### src/sv/swrt_pkg.sv
// Package: shared types, codes and constants of the retransmit tracker.
package swrt_pkg;

  localparam int unsigned SLOTS       = 8;
  localparam int unsigned SLOT_W      = (SLOTS > 1) ? $clog2(SLOTS) : 1;
  localparam int unsigned MAX_SEGMENT = 1024;
  localparam int unsigned WINDOW_RESET = 65535;
  localparam int unsigned RTO_RESET   = 1000;

  localparam logic [2:0] CMD_OPEN = 3'd0;
  localparam logic [2:0] CMD_SEND = 3'd1;
  localparam logic [2:0] CMD_ACK  = 3'd2;
  localparam logic [2:0] CMD_TICK = 3'd3;
  localparam logic [2:0] CMD_FIN  = 3'd4;

  localparam logic [2:0] KIND_ACCEPT = 3'd0;
  localparam logic [2:0] KIND_REFUSE = 3'd1;
  localparam logic [2:0] KIND_RETX   = 3'd2;
  localparam logic [2:0] KIND_ACK    = 3'd3;
  localparam logic [2:0] KIND_DONE   = 3'd4;

  localparam logic [0:0] REG_RTO  = 1'b0;
  localparam logic [0:0] REG_RULE = 1'b1;

  // Controller to datapath.
  typedef struct packed {
    logic              load;     // capture input item
    logic              do_open;
    logic              do_send;  // decide and commit send
    logic              do_fin;
    logic              scan_ack; // process slot scan_idx for ack
    logic              scan_tick;
    logic [SLOT_W-1:0] scan_idx;
  } swrt_cmd_t;

  // Datapath to controller.
  typedef struct packed {
    logic expired; // slot scan_idx busy and timed out
  } swrt_stat_t;

endpackage

### src/sv/swrt_datapath.sv
// Datapath: slot table, sequence and in-flight state, result formation.
module swrt_datapath (
  input  logic                 clk_i,
  input  logic                 rst_ni,
  input  swrt_pkg::swrt_cmd_t  cmd_i,
  output swrt_pkg::swrt_stat_t stat_o,
  input  logic [15:0]          rto_ticks_i,
  input  logic                 send_rule_i,
  input  logic [31:0]          initial_seq_i,
  input  logic [10:0]          seg_len_i,
  input  logic [31:0]          ack_num_i,
  input  logic [15:0]          peer_window_i,
  input  logic [31:0]          now_time_i,
  output logic [2:0]           res_kind_o,
  output logic [2:0]           res_slot_o,
  output logic [31:0]          res_seq_o,
  output logic [10:0]          res_len_o,
  output logic [16:0]          res_inflight_o
);
  import swrt_pkg::*;

  logic [31:0] iseq_q, ack_q, now_q;
  logic [10:0] len_q;
  logic [15:0] pwin_q;
  logic [31:0] next_seq_q;
  logic [16:0] inflight_q;
  logic [15:0] window_q;
  logic [SLOTS-1:0] busy_q;
  logic [31:0] sseq_q [SLOTS];
  logic [10:0] slen_q [SLOTS];
  logic [31:0] stime_q [SLOTS];

  logic [SLOT_W-1:0] free_idx;
  logic              free_any;
  logic              ok;
  logic [17:0]       sum;
  logic [31:0]       end_seq, ack_diff, age;
  logic [SLOT_W-1:0] si;

  assign si = cmd_i.scan_idx;

  always_comb begin
    free_idx = '0;
    free_any = 1'b0;
    for (int i = SLOTS - 1; i >= 0; i--) begin
      if (!busy_q[i]) begin
        free_idx = SLOT_W'(i);
        free_any = 1'b1;
      end
    end
    sum = 18'(inflight_q) + 18'(len_q);
    if (!send_rule_i) ok = sum <= 18'(window_q);
    else ok = inflight_q < 17'(window_q);
    ok = ok && (len_q != 11'd0) && (32'(len_q) <= 32'(MAX_SEGMENT)) && free_any;
    end_seq  = sseq_q[si] + 32'(slen_q[si]);
    ack_diff = ack_q - end_seq;
    age      = now_q - stime_q[si];
  end

  assign stat_o.expired = busy_q[si] && (age >= 32'(rto_ticks_i));

  always_ff @(posedge clk_i or negedge rst_ni) begin
    if (!rst_ni) begin
      next_seq_q <= '0;
      inflight_q <= '0;
      window_q   <= 16'(WINDOW_RESET);
      busy_q     <= '0;
    end else begin
      if (cmd_i.do_open) begin
        busy_q     <= '0;
        next_seq_q <= iseq_q + 32'd1;
        inflight_q <= '0;
        window_q   <= pwin_q;
      end
      if (cmd_i.do_send && ok) begin
        busy_q[free_idx] <= 1'b1;
        inflight_q <= sum[16:0];
        next_seq_q <= next_seq_q + 32'(len_q);
      end
      if (cmd_i.do_fin) next_seq_q <= next_seq_q + 32'd1;
      if (cmd_i.scan_ack) begin
        if (busy_q[si] && !ack_diff[31]) begin
          busy_q[si] <= 1'b0;
          inflight_q <= (inflight_q >= 17'(slen_q[si])) ?
                        inflight_q - 17'(slen_q[si]) : '0;
        end
        window_q <= pwin_q;
      end
    end
  end

  // Payload registers: inputs and slot contents.
  always_ff @(posedge clk_i) begin
    if (cmd_i.load) begin
      iseq_q <= initial_seq_i;
      len_q  <= seg_len_i;
      ack_q  <= ack_num_i;
      pwin_q <= peer_window_i;
      now_q  <= now_time_i;
    end
    if (cmd_i.do_send && ok) begin
      sseq_q[free_idx]  <= next_seq_q;
      slen_q[free_idx]  <= len_q;
      stime_q[free_idx] <= now_q;
    end
    if (cmd_i.scan_tick && stat_o.expired) stime_q[si] <= now_q;
  end

  // Result fields are formed combinationally and captured by the controller.
  always_comb begin
    res_kind_o     = KIND_DONE;
    res_slot_o     = '0;
    res_seq_o      = '0;
    res_len_o      = '0;
    res_inflight_o = inflight_q;
    if (cmd_i.do_open) begin
      res_seq_o = iseq_q;
      res_inflight_o = '0;
    end else if (cmd_i.do_fin) begin
      res_seq_o = next_seq_q;
    end else if (cmd_i.do_send) begin
      res_kind_o = ok ? KIND_ACCEPT : KIND_REFUSE;
      res_slot_o = ok ? 3'(free_idx) : 3'd0;
      res_seq_o  = next_seq_q;
      res_len_o  = len_q;
      res_inflight_o = ok ? sum[16:0] : inflight_q;
    end else if (cmd_i.scan_tick) begin
      res_kind_o = KIND_RETX;
      res_slot_o = 3'(si);
      res_seq_o  = sseq_q[si];
      res_len_o  = slen_q[si];
    end else if (cmd_i.scan_ack) begin
      res_kind_o = KIND_ACK;
    end
  end

endmodule

### src/sv/swrt_ctrl.sv
// Controller: sequences commands and slot scans, owns the output register.
module swrt_ctrl (
  input  logic                 clk_i,
  input  logic                 rst_ni,
  input  logic                 in_valid_i,
  output logic                 in_ready_o,
  input  logic [2:0]           cmd_i,
  output swrt_pkg::swrt_cmd_t  dp_o,
  input  swrt_pkg::swrt_stat_t stat_i,
  input  logic [2:0]           res_kind_i,
  input  logic [2:0]           res_slot_i,
  input  logic [31:0]          res_seq_i,
  input  logic [10:0]          res_len_i,
  input  logic [16:0]          res_inflight_i,
  output logic                 out_valid_o,
  input  logic                 out_ready_i,
  output logic [2:0]           kind_o,
  output logic [2:0]           slot_o,
  output logic [31:0]          seq_out_o,
  output logic [10:0]          len_out_o,
  output logic [16:0]          inflight_out_o,
  output logic                 last_o
);
  import swrt_pkg::*;

  typedef enum logic [2:0] {
    S_IDLE, S_OPEN, S_SEND, S_FIN, S_ACK, S_ACK_END, S_TICK, S_WAIT
  } state_e;

  state_e            state_q, state_d;
  logic [SLOT_W-1:0] idx_q, idx_d;
  logic              pend_q, pend_d;   // a retransmit held, not yet emitted
  logic              ov_q, ov_d;
  logic              emit;
  logic              done_scan;
  logic [2:0]        kind_q;
  logic [2:0]        slot_q;
  logic [31:0]       seq_q;
  logic [10:0]       len_q;
  logic [16:0]       infl_q;
  logic              last_q, last_d;
  logic              capture;
  logic              out_free;
  logic [SLOT_W-1:0] held_idx_q;
  logic [31:0]       held_seq_q;
  logic [10:0]       held_len_q;

  assign out_free  = !ov_q || out_ready_i;
  assign in_ready_o = (state_q == S_IDLE) && out_free;
  assign done_scan = (32'(idx_q) == 32'(SLOTS - 1));

  // The tick scan holds an expired slot until the next expired slot or the end
  // of the scan is found, so its last flag can see whether any later slot expired.
  always_comb begin
    dp_o = '0;
    dp_o.scan_idx = idx_q;
    state_d = state_q;
    idx_d   = idx_q;
    pend_d  = pend_q;
    capture = 1'b0;
    last_d  = 1'b1;
    emit    = 1'b0;
    unique case (state_q)
      S_IDLE: begin
        if (in_valid_i && in_ready_o) begin
          dp_o.load = 1'b1;
          idx_d = '0;
          pend_d = 1'b0;
          unique case (cmd_i)
            CMD_OPEN: state_d = S_OPEN;
            CMD_SEND: state_d = S_SEND;
            CMD_ACK:  state_d = S_ACK;
            CMD_TICK: state_d = S_TICK;
            CMD_FIN:  state_d = S_FIN;
            default:  state_d = S_IDLE;
          endcase
        end
      end
      S_OPEN, S_SEND, S_FIN: begin
        if (out_free) begin
          dp_o.do_open = (state_q == S_OPEN);
          dp_o.do_send = (state_q == S_SEND);
          dp_o.do_fin  = (state_q == S_FIN);
          capture = 1'b1;
          state_d = S_IDLE;
        end
      end
      S_ACK: begin
        // Walk every slot; the result forms once the last slot has landed.
        dp_o.scan_ack = 1'b1;
        if (done_scan) state_d = S_ACK_END;
        else idx_d = idx_q + SLOT_W'(1);
      end
      S_ACK_END: begin
        // The last slot is free or still uncovered here, so revisiting it
        // changes nothing.
        dp_o.scan_ack = out_free;
        capture = out_free;
        if (out_free) state_d = S_IDLE;
      end
      S_TICK: begin
        // A held retransmit is emitted once the next expiry (or end) is known.
        if (stat_i.expired && pend_q) begin
          if (out_free) begin
            emit = 1'b1;
            last_d = 1'b0;
          end
        end
        if (!(stat_i.expired && pend_q) || out_free) begin
          if (stat_i.expired) pend_d = 1'b1;
          if (done_scan) begin
            state_d = S_WAIT;
          end else begin
            idx_d = idx_q + SLOT_W'(1);
          end
        end
        dp_o.scan_tick = (!(stat_i.expired && pend_q) || out_free);
      end
      S_WAIT: begin
        if (!pend_q) state_d = S_IDLE;
        else if (out_free) begin
          emit = 1'b1;
          state_d = S_IDLE;
          pend_d = 1'b0;
        end
      end
      default: state_d = S_IDLE;
    endcase
  end

  assign ov_d = capture || emit || (ov_q && !out_ready_i);

  always_ff @(posedge clk_i or negedge rst_ni) begin
    if (!rst_ni) begin
      state_q <= S_IDLE;
      idx_q   <= '0;
      pend_q  <= 1'b0;
      ov_q    <= 1'b0;
    end else begin
      state_q <= state_d;
      idx_q   <= idx_d;
      pend_q  <= pend_d;
      ov_q    <= ov_d;
    end
  end

  always_ff @(posedge clk_i) begin
    if (capture) begin
      kind_q <= res_kind_i;
      slot_q <= res_slot_i;
      seq_q  <= res_seq_i;
      len_q  <= res_len_i;
      infl_q <= res_inflight_i;
      last_q <= 1'b1;
    end else if (emit) begin
      kind_q <= KIND_RETX;
      slot_q <= 3'(held_idx_q);
      seq_q  <= held_seq_q;
      len_q  <= held_len_q;
      infl_q <= res_inflight_i;
      last_q <= last_d;
    end
    if (dp_o.scan_tick && stat_i.expired) begin
      held_idx_q <= idx_q;
      held_seq_q <= res_seq_i;
      held_len_q <= res_len_i;
    end
  end

  assign out_valid_o    = ov_q;
  assign kind_o         = kind_q;
  assign slot_o         = slot_q;
  assign seq_out_o      = seq_q;
  assign len_out_o      = len_q;
  assign inflight_out_o = infl_q;
  assign last_o         = last_q;

endmodule

### src/sv/sliding_window_retransmit_tracker_top.sv
// Top level of the sliding-window sender bookkeeping block.
// Each accepted item is one command: open, send, ack, tick or fin. Open, send
// and fin give one result each. Ack walks the slot table, one slot a cycle,
// then forms its one result. Tick walks the table the same way, but stalls
// while a held retransmit waits for the output register, and gives one
// retransmit per expired slot, lowest slot first, with last set on the final
// one; a tick that finds nothing gives no result. The one slot-table scan sets
// the rate; the next item is taken once the current one is done and the output
// register is free. Configuration (index 0 timeout, 1 send rule) is to be
// written while idle; the block itself does not enforce this. The index is one
// bit wide, so there are no other indexes. Codes 5 to 7 are dropped.
module sliding_window_retransmit_tracker_top (
  input  logic        clk_i,
  input  logic        rst_ni,
  input  logic        cfg_valid_i,
  output logic        cfg_ready_o,
  input  logic [0:0]  cfg_index_i,
  input  logic [15:0] cfg_data_i,
  input  logic        in_valid_i,
  output logic        in_ready_o,
  input  logic [2:0]  cmd_i,
  input  logic [31:0] initial_seq_i,
  input  logic [10:0] seg_len_i,
  input  logic [31:0] ack_num_i,
  input  logic [15:0] peer_window_i,
  input  logic [31:0] now_time_i,
  output logic        out_valid_o,
  input  logic        out_ready_i,
  output logic [2:0]  kind_o,
  output logic [2:0]  slot_o,
  output logic [31:0] seq_out_o,
  output logic [10:0] len_out_o,
  output logic [16:0] inflight_out_o,
  output logic        last_o
);
  import swrt_pkg::*;

  logic [15:0] rto_q;
  logic        rule_q;
  swrt_cmd_t   dp_cmd;
  swrt_stat_t  dp_stat;
  logic [2:0]  r_kind, r_slot;
  logic [31:0] r_seq;
  logic [10:0] r_len;
  logic [16:0] r_infl;

  assign cfg_ready_o = 1'b1;

  // Hold configuration registers; only the listed indexes land.
  always_ff @(posedge clk_i or negedge rst_ni) begin
    if (!rst_ni) begin
      rto_q  <= 16'(RTO_RESET);
      rule_q <= 1'b0;
    end else if (cfg_valid_i) begin
      unique case (cfg_index_i)
        REG_RTO:  rto_q  <= cfg_data_i;
        REG_RULE: rule_q <= cfg_data_i[0];
        default: ;
      endcase
    end
  end

  swrt_ctrl u_ctrl (
    .clk_i, .rst_ni, .in_valid_i, .in_ready_o, .cmd_i,
    .dp_o(dp_cmd), .stat_i(dp_stat),
    .res_kind_i(r_kind), .res_slot_i(r_slot), .res_seq_i(r_seq),
    .res_len_i(r_len), .res_inflight_i(r_infl),
    .out_valid_o, .out_ready_i, .kind_o, .slot_o, .seq_out_o,
    .len_out_o, .inflight_out_o, .last_o
  );

  swrt_datapath u_dp (
    .clk_i, .rst_ni, .cmd_i(dp_cmd), .stat_o(dp_stat),
    .rto_ticks_i(rto_q), .send_rule_i(rule_q),
    .initial_seq_i, .seg_len_i, .ack_num_i, .peer_window_i, .now_time_i,
    .res_kind_o(r_kind), .res_slot_o(r_slot), .res_seq_o(r_seq),
    .res_len_o(r_len), .res_inflight_o(r_infl)
  );

  // A new item is never taken while a result is still waiting.
  assert property (@(posedge clk_i) disable iff (!rst_ni)
    in_valid_i && in_ready_o |-> !out_valid_o || out_ready_i)
    else $error("item accepted over a stalled result");

  // A retransmit never reports an empty segment.
  assert property (@(posedge clk_i) disable iff (!rst_ni)
    out_valid_o && kind_o == KIND_RETX |-> len_out_o != 11'd0)
    else $error("retransmit with zero length");

  // Non-retransmit results are always the final result of their item.
  assert property (@(posedge clk_i) disable iff (!rst_ni)
    out_valid_o && kind_o != KIND_RETX |-> last_o)
    else $error("single result without last");

endmodule
### config.mk
export PLATFORM = sky130hd
export DESIGN_NAME = sliding_window_retransmit_tracker_top
export DESIGN_NICKNAME = d
export VERILOG_FILES = /design/src/sv/swrt_pkg.sv /design/src/sv/swrt_datapath.sv /design/src/sv/swrt_ctrl.sv /design/src/sv/sliding_window_retransmit_tracker_top.sv
export SDC_FILE = /design/constraint.sdc
export NUM_CORES = 1
export LEC_CHECK = 0
export BUFFER_PORTS_ARGS = -buffer_cell sky130_fd_sc_hd__buf_4
export CELL_PAD_IN_SITES_DETAIL_PLACEMENT = 1
export CELL_PAD_IN_SITES_GLOBAL_PLACEMENT = 1
export CORE_UTILIZATION = 35
export CTS_BUF_LIST = sky130_fd_sc_hd__clkbuf_2 sky130_fd_sc_hd__clkbuf_4 sky130_fd_sc_hd__clkbuf_8
export DETAILED_ROUTE_END_ITERATION = 10
export GPL_TIMING_DRIVEN = 0
export PLACE_DENSITY = 0.6
export SLEW_MARGIN = 20
export SYNTH_ARGS = -nofsm -noshare
export SYNTH_HDL_FRONTEND = slang
export SYNTH_SLANG_ARGS = --single-unit
### constraint.sdc
create_clock -name clk_i -period 16.95 [get_ports clk_i]
set_input_delay 0.8475 -clock clk_i [delete_from_list [all_inputs] [get_ports clk_i]]
set_output_delay 0.8475 -clock clk_i [all_outputs]
set_load 0.03 [all_outputs]
Word-level counts from Yosys, hierarchy flattened
Memory sizes are Yosys's and may differ from the RTL's.
Index checks and enable logic that the tools add are counted.
{"block": "word_totals", "regBits": 334, "ramBits": 600, "in_bits": 148, "output_inout_bits": 70, "word_cells": 211, "n_memories": 3}
{"name": "u_dp.sseq_q", "words": 8, "width": 32, "read_ports": 1, "rd_ports_with_merged_regs": 0, "write_ports": 1, "line_no": "swrt_datapath.sv:29", "source": "logic [31:0] sseq_q [SLOTS];"}
{"name": "u_dp.stime_q", "words": 8, "width": 32, "read_ports": 1, "rd_ports_with_merged_regs": 0, "write_ports": 1, "line_no": "swrt_datapath.sv:31", "source": "logic [31:0] stime_q [SLOTS];"}
{"name": "u_dp.slen_q", "words": 8, "width": 11, "read_ports": 1, "rd_ports_with_merged_regs": 0, "write_ports": 1, "line_no": "swrt_datapath.sv:30", "source": "logic [10:0] slen_q [SLOTS];"}
{"block": "op_classes", "n_addsub": 9, "n_lt_le_gt_ge": 9, "eq_ne": 17, "muxes": 108, "bitwise": 4, "reduce_logical": 37}
{"cell": "two-way mux 32 bit", "n": 10}
{"cell": "two-way mux 17 bit", "n": 11}
{"cell": "two-way mux 3 bit", "n": 34}
{"cell": "two-way mux 11 bit", "n": 6}
{"cell": "adder 32 x 1 -> 32 bit (second input constant)", "n": 2}
{"cell": "adder 32 x 11 -> 32 bit", "n": 2}
{"cell": "subtractor 32 bit", "n": 2}
{"cell": "greater-or-equal comparator 32 x 16 -> 1 bit", "n": 1}
{"cell": "two-way mux 16 bit", "n": 2}
{"cell": "two-way mux 8 bit", "n": 4}
{"cell": "OR reduction 32 bit", "n": 1}
{"cell": "two-way mux 1 bit", "n": 31}
{"cell": "one-hot mux 3 bit (5 select lines)", "n": 2}
{"cell": "adder 17 x 11 -> 18 bit", "n": 1}
{"cell": "== test 3 bit (second input constant)", "n": 6}
{"cell": "less-or-equal comparator 18 x 16 -> 1 bit", "n": 1}
{"cell": "greater-or-equal comparator 17 x 11 -> 1 bit", "n": 1}
{"cell": "less-than comparator 17 x 16 -> 1 bit", "n": 1}
{"cell": "subtractor 17 x 11 -> 17 bit", "n": 1}
{"cell": "logical AND 1 bit", "n": 13}
{"cell": "== test 3 x 2 -> 1 bit (second input constant)", "n": 4}
{"cell": "less-or-equal comparator 11 bit (second input constant)", "n": 1}
{"cell": "nonzero test 11 bit", "n": 1}
{"cell": "one-hot mux 3 bit (3 select lines)", "n": 1}
{"cell": "24 further kinds", "n": 45}

Logic depth before layout (Yosys ltp)
{"block": "depth", "depth_word": 17, "ltp_mapped": 29, "mapped_depth_nobuf": 25}

Cells and area by module
A second synthesis with hierarchy kept.
{"block": "unflattened", "hier_cells": 3189, "area_unflattened_um2": 42866.1}
{"mod": "swrt_datapath", "n_inst": 1, "cells_each": 2899, "area_each_um2": 37503.5, "seq_area_each_um2": 23557.6}
{"mod": "swrt_ctrl", "n_inst": 1, "cells_each": 250, "area_each_um2": 4640.7, "seq_area_each_um2": 3583.4}
{"mod": "sliding_window_retransmit_tracker_top", "n_inst": 1, "cells_each": 40, "area_each_um2": 721.9, "seq_area_each_um2": 432.9}

Worst setup path before layout
OpenSTA, ideal clock, no wires.
{"block": "synth_path", "kind": "register to register", "startpoint": "register u_ctrl.idx_q[0]", "endpoint": "memory u_dp.stime_q[0][0], enable pin", "setup_time_ns": 0.470, "arrival_ns": 7.445, "t_required_ns": 16.480, "path_slack_ns": 9.035, "path_stages_with_launch": 29, "n_path_buf": 5, "period_less_slack_ns": 7.915, "path_cell_list": "dfrtp_1 > buf_2 > buf_4 > nor3_1 > clkbuf_1 > buf_1 > buf_1 > a22oi_1 > and4_1 > ha_1 > o211ai_1 > a21oi_1 > o21ai_1 > nand2_1 > a21o_1 > a21oi_1 > xnor2_1 > ha_1 > nand2_1 > o21ai_0 > or4_1 > a31oi_1 > o32a_1 > nand4_1 > nor4b_1 > nand4_1 > o211a_1 > o211ai_1 > o31ai_1"}
{"block": "synth_between", "elab_chain_len": 13, "elab_cells_between_ends": 16, "classes_between": "add/sub: 1; order compare: 1; mux: 7; reduce/logical: 6; memory: 1"}
{"element": "start, declared", "line_no": "swrt_ctrl.sv:31", "source": "logic [SLOT_W-1:0] idx_q, idx_d;"}
{"element": "start signal, assigned", "line_no": "swrt_ctrl.sv:141", "source": "idx_q <= idx_d;"}
{"element": "memory read (8 x 32 bit)"}
{"element": "subtractor 32 bit", "line_no": "swrt_datapath.sv:57", "source": "age = now_q - stime_q[si];"}
{"element": "greater-or-equal comparator 32 x 16 -> 1 bit", "line_no": "swrt_datapath.sv:60", "source": "assign stat_o.expired = busy_q[si] && (age >= 32'(rto_ticks_i));"}
{"element": "logical AND 1 bit", "line_no": "swrt_datapath.sv:60"}
{"element": "logical AND 1 bit", "line_no": "swrt_ctrl.sv:117", "source": "dp_o.scan_tick = (!(stat_i.expired && pend_q) || out_free);"}
{"element": "zero test 1 bit", "line_no": "swrt_ctrl.sv:117"}
{"element": "logical OR 1 bit", "line_no": "swrt_ctrl.sv:117"}
{"element": "two-way mux 1 bit", "line_no": "swrt_ctrl.sv:63", "source": "unique case (state_q)"}
{"element": "logical AND 1 bit", "line_no": "swrt_datapath.sv:106", "source": "if (cmd_i.scan_tick && stat_o.expired) stime_q[si] <= now_q;"}
{"element": "two-way mux 1 bit", "line_no": "swrt_datapath.sv:106"}
{"element": "two-way mux 1 bit (implied by the code)", "line_no": "swrt_datapath.sv:106"}
{"element": "OR reduction 32 bit (no line)"}
{"element": "two-way mux 3 bit (no line) or two-way mux 1 bit (tied branches)"}
{"element": "end, declared", "line_no": "swrt_datapath.sv:31"}
Parallel ways exist; a longest one is shown, timed or not. The select of a mux whose other input is x is not followed.

Worst setup path in the final report
{"block": "layout_path", "startpoint": "register u_ctrl.idx_q[2]", "endpoint": "memory u_dp.stime_q[6][29], enable pin"}
The elaborated chain is that of the path after synthesis.

==> results.txt <==
First-pass GRT wire length: 206000 um
Most area-hungry cell type in the Yosys netlist: sky130_fd_sc_hd__edfxtp_1
Slowest cell delay on critical path: 0.75 ns
Status: finished, final reports clean
Share of the yosys chip area belonging to registers: 65.6%
Mean post-synth cell area: 13.2 um2
Synth cell count leaders: sky130_fd_sc_hd__edfxtp_1, sky130_fd_sc_hd__a22oi_1, sky130_fd_sc_hd__nand2_1
Number of buffer and inverter stages on the critical path: 6
Number of clock buffers inserted by TritonCTS: 164
Syn_nets: 3512
DRC violation count after routing: 0
Critical path required time: 17.56 ns
Placeable core region: 0.119 mm2
Slew of the pin with the lowest slew margin: 1.21 ns
Clock tree from TritonCTS: yes
Synth Cell Area: 0.0421 mm2
Final nets: 3925
Number of cells produced by synthesis: 3182
Worst Hold Slack: 0.148 ns
Buffer cell driving the clock tree root: sky130_fd_sc_hd__clkbuf_8
Power per unit of standard cell area: 174 mW/mm2
First drt pass iteration count: 5
Number of vias after detailed routing: 29400
Leading post-synthesis cells by cell area: sky130_fd_sc_hd__edfxtp_1, sky130_fd_sc_hd__a22oi_1, sky130_fd_sc_hd__ha_1
Num ports: 218
Post_cts resized: 0
Hold Violations, Final: 0
Die X: 349 um
Power Total: 8.66 mW
Overall overflow remaining after global route: 0
Type of the worst setup path: flop to flop
Min cycle time layout: 9.82 ns
Setup slack of the worst register-to-register path: 7.13 ns
Crit-path max FO: 13
Die footprint: 0.122 mm2
Maximum number of pins on one net before global-route repair: 65
Total half-perimeter wirelength after legalization and detailed placement: 100000 um
Max_cap viols: 0
RSZ-0062 raised after global routing: no
Fill cells: 12500
Peak VDD IR: 0.0000898 V
Via density per instance: 5.53
Final routed wire length divided by cell count: 26.8 um
Number of pins exceeding their max-slew limit in the final report: 0
Largest clock skew in the final design: 0.0497 ns
Final setup TNS: 0 ns
Clock-pin slew reported for the worst setup and hold paths after clock tree synthesis: 0.06 ns
Leakage power of the design: 17.8 nW
Area growth from synthesis to layout: 18.6%
Proportion of register bits with asynchronous set or reset after synthesis: 10.5%
Post-synth EDFFs: 835
CTS Sinks: 934
Fin cells: 5327
Maximum clock frequency: 0.102 GHz
Post-synth top area share: 59.6%
Register bit count reported by yosys: 934
Antenna violations before repair: 2
Detailed Route WL: 143000 um
Worst rel slew slack: 19.5%
Starting utilization of the core area: 35.5%
Maximum level of the CTS H-tree: 4
Fin crit share: 58.0%
Layout cell share with drive strength beyond 1: 15.9%
HP Class: input port to flop
Count of warnings emitted by yosys: 0
Cell with the most instances after synthesis: sky130_fd_sc_hd__edfxtp_1
Overall Global Routing Usage: 23.3%
Antenna-violating nets left: 0
Setup violators final: 0
Chip height: 349 um
Number of distinct library cell variants in the gate-level netlist after synthesis: 80
Clock latency of the later-clocked register in the worst-skew pair: 0.89 ns
Number of instances in the placed design: 5028
Row count: 126
Sort of element at the end of the critical path: flop
Largest delay contributor family on the critical path: compound AO/OA/AOI/OAI gates
Number of DRC markers after the initial detailed-route iteration: 2170
Cell type with the highest occurrence count on the critical path: sky130_fd_sc_hd__a21oi_1
Worst path slowest cell: sky130_fd_sc_hd__clkbuf_1
RePlAce Congestion: 0.875
Clk buf depth: 3
Number of port buffers: 216
Kind of start point of the critical path: flop
WP data arrival: 10.43 ns
Via count of the first global-routing pass: 30700
Post-synth top flop: sky130_fd_sc_hd__edfxtp_1
-- routing by layer --
layer | wire length [um] | vias up | global-route usage [%]
met2 | 69800 | 868 | 39.4
met4 | 4920 | 2 | 8.94
met1 | 60500 | 15100 | 30.0
met5 | 7 | - | 0
li1 | - | 13200 | -
met3 | 7280 | 233 | 3.53
-- cells in the final DEF, fill, tap and decap left out, types with 66 or more instances in the layout --
cell type,count
sky130_fd_sc_hd__edfxtp_1,835
sky130_fd_sc_hd__inv_1,136
sky130_fd_sc_hd__clkbuf_8,176
sky130_fd_sc_hd__dfrtp_1,76
sky130_fd_sc_hd__a21oi_1,136
sky130_fd_sc_hd__ha_1,169
sky130_fd_sc_hd__xnor2_1,66
sky130_fd_sc_hd__clkbuf_1,123
sky130_fd_sc_hd__nor2_1,147
sky130_fd_sc_hd__o21ai_0,122
sky130_fd_sc_hd__nand3_1,87
sky130_fd_sc_hd__buf_4,220
sky130_fd_sc_hd__a22oi_1,292
sky130_fd_sc_hd__nand2_1,229
-- kinds of logic after synthesis --
family,after synthesis,share of synthesized area (%)
muxes,28,0.720
adders and majority gates,182,5.65
xor gates and xnor gates,101,2.10
and+or+nand+nor,743,8.86
AOI/OAI and AO/OA,881,14.2
other,1,0.00891
buffers and inverters,312,2.88
DFF,934,65.6
-- what timing repair did --
action | CTS | global route
setup endpoints to repair | 0 | 0
hold buffers | 1 | 0
buffers inserted | 0 | 0
endpoints found under the hold margin | 27 | 0
-- metrics by stage --
step	setup slack [ns]	cell area, um2	util, %
3_5_place_dp	7.13	46500	39.2
4_1_cts	7.10	49900	42.1
3_3_place_gp	3.54	45700	38.5
2_1_floorplan	9.04	42100	-
6_report	7.13	49900	42.1
5_1_grt	6.76	49900	42.1
-- area by class of cell --
type / instances / area [um2] / share of cell area, %
Sequential cell: 934 / 27600 / 55.3
Multi-Input combinational cell: 1936 / 13400 / 26.8
Clock buffer: 227 / 2810 / 5.62
Timing Repair Buffer: 247 / 2320 / 4.65
Tap cell: 1600 / 2000 / 4.01
Buffer: 166 / 666 / 1.33
Inverter: 146 / 578 / 1.16
Clock inverter: 69 / 534 / 1.07
Antenna cell: 2 / 5.00 / 0.0100
-- state kept, by name (all words and copies together) (netlist names), 3 cells and up --
name / flops
u_ctrl.held_seq_q: 32
u_ctrl.state_q: 3
u_dp.stime_q: 256
u_dp.len_q: 11
u_dp.now_q: 32
u_ctrl.idx_q: 3
rto_q: 16
u_ctrl.inflight_out_o: 17
u_dp.slen_q: 88
u_dp.pwin_q: 16
u_ctrl.slot_o: 3
u_ctrl.kind_o: 3
u_dp.iseq_q: 32
u_dp.window_q: 16
u_ctrl.seq_out_o: 32
u_ctrl.held_idx_q: 3
u_dp.ack_q: 32
u_dp.busy_q: 8
u_ctrl.held_len_q: 11
u_dp.inflight_q: 17
u_dp.next_seq_q: 32
u_ctrl.len_out_o: 11
u_dp.sseq_q: 256
-- where the power goes --
| part | internal (mW) | total (mW) | switching [mW] | leakage (nW) |
|---|---|---|---|---|
| combinational | 1.12 | 3.23 | 2.10 | 7.28 |
| sequential | 2.97 | 3.30 | 0.328 | 8.80 |
| clock | 1.16 | 2.13 | 0.974 | 1.76 |
| total | 5.25 | 8.66 | 3.41 | 17.8 |
-- worst paths after layout --
| path | cells after the start | from | end |
|---|---|---|---|
| min | 1 | initial_seq_i[21] | u_dp.iseq_q[21] |
| min reg2reg | 2 | u_dp.pwin_q[2] | u_dp.window_q[2] |
| max in group asynchronous | 3 | rst_ni | u_dp.next_seq_q[24] |
| max reg2reg | 30 | u_ctrl.idx_q[2] | u_dp.stime_q[6][29] |
| min in group asynchronous | 2 | rst_ni | u_ctrl.idx_q[2] |
| max | 30 | u_ctrl.idx_q[2] | u_dp.stime_q[6][29] |
-- worst register-to-register path: cells and delay by family (launching register included) --
| family | cells | cell delay [ns] |
|---|---|---|
| xor+xnor | 1 | 0.15 |
| flops | 1 | 0.38 |
| buf+inv | 6 | 2.91 |
| simple gates | 8 | 2.37 |
| compound gates | 13 | 3.08 |
| fa+ha+maj | 2 | 0.66 |
(Power assumes the default switching activity.)
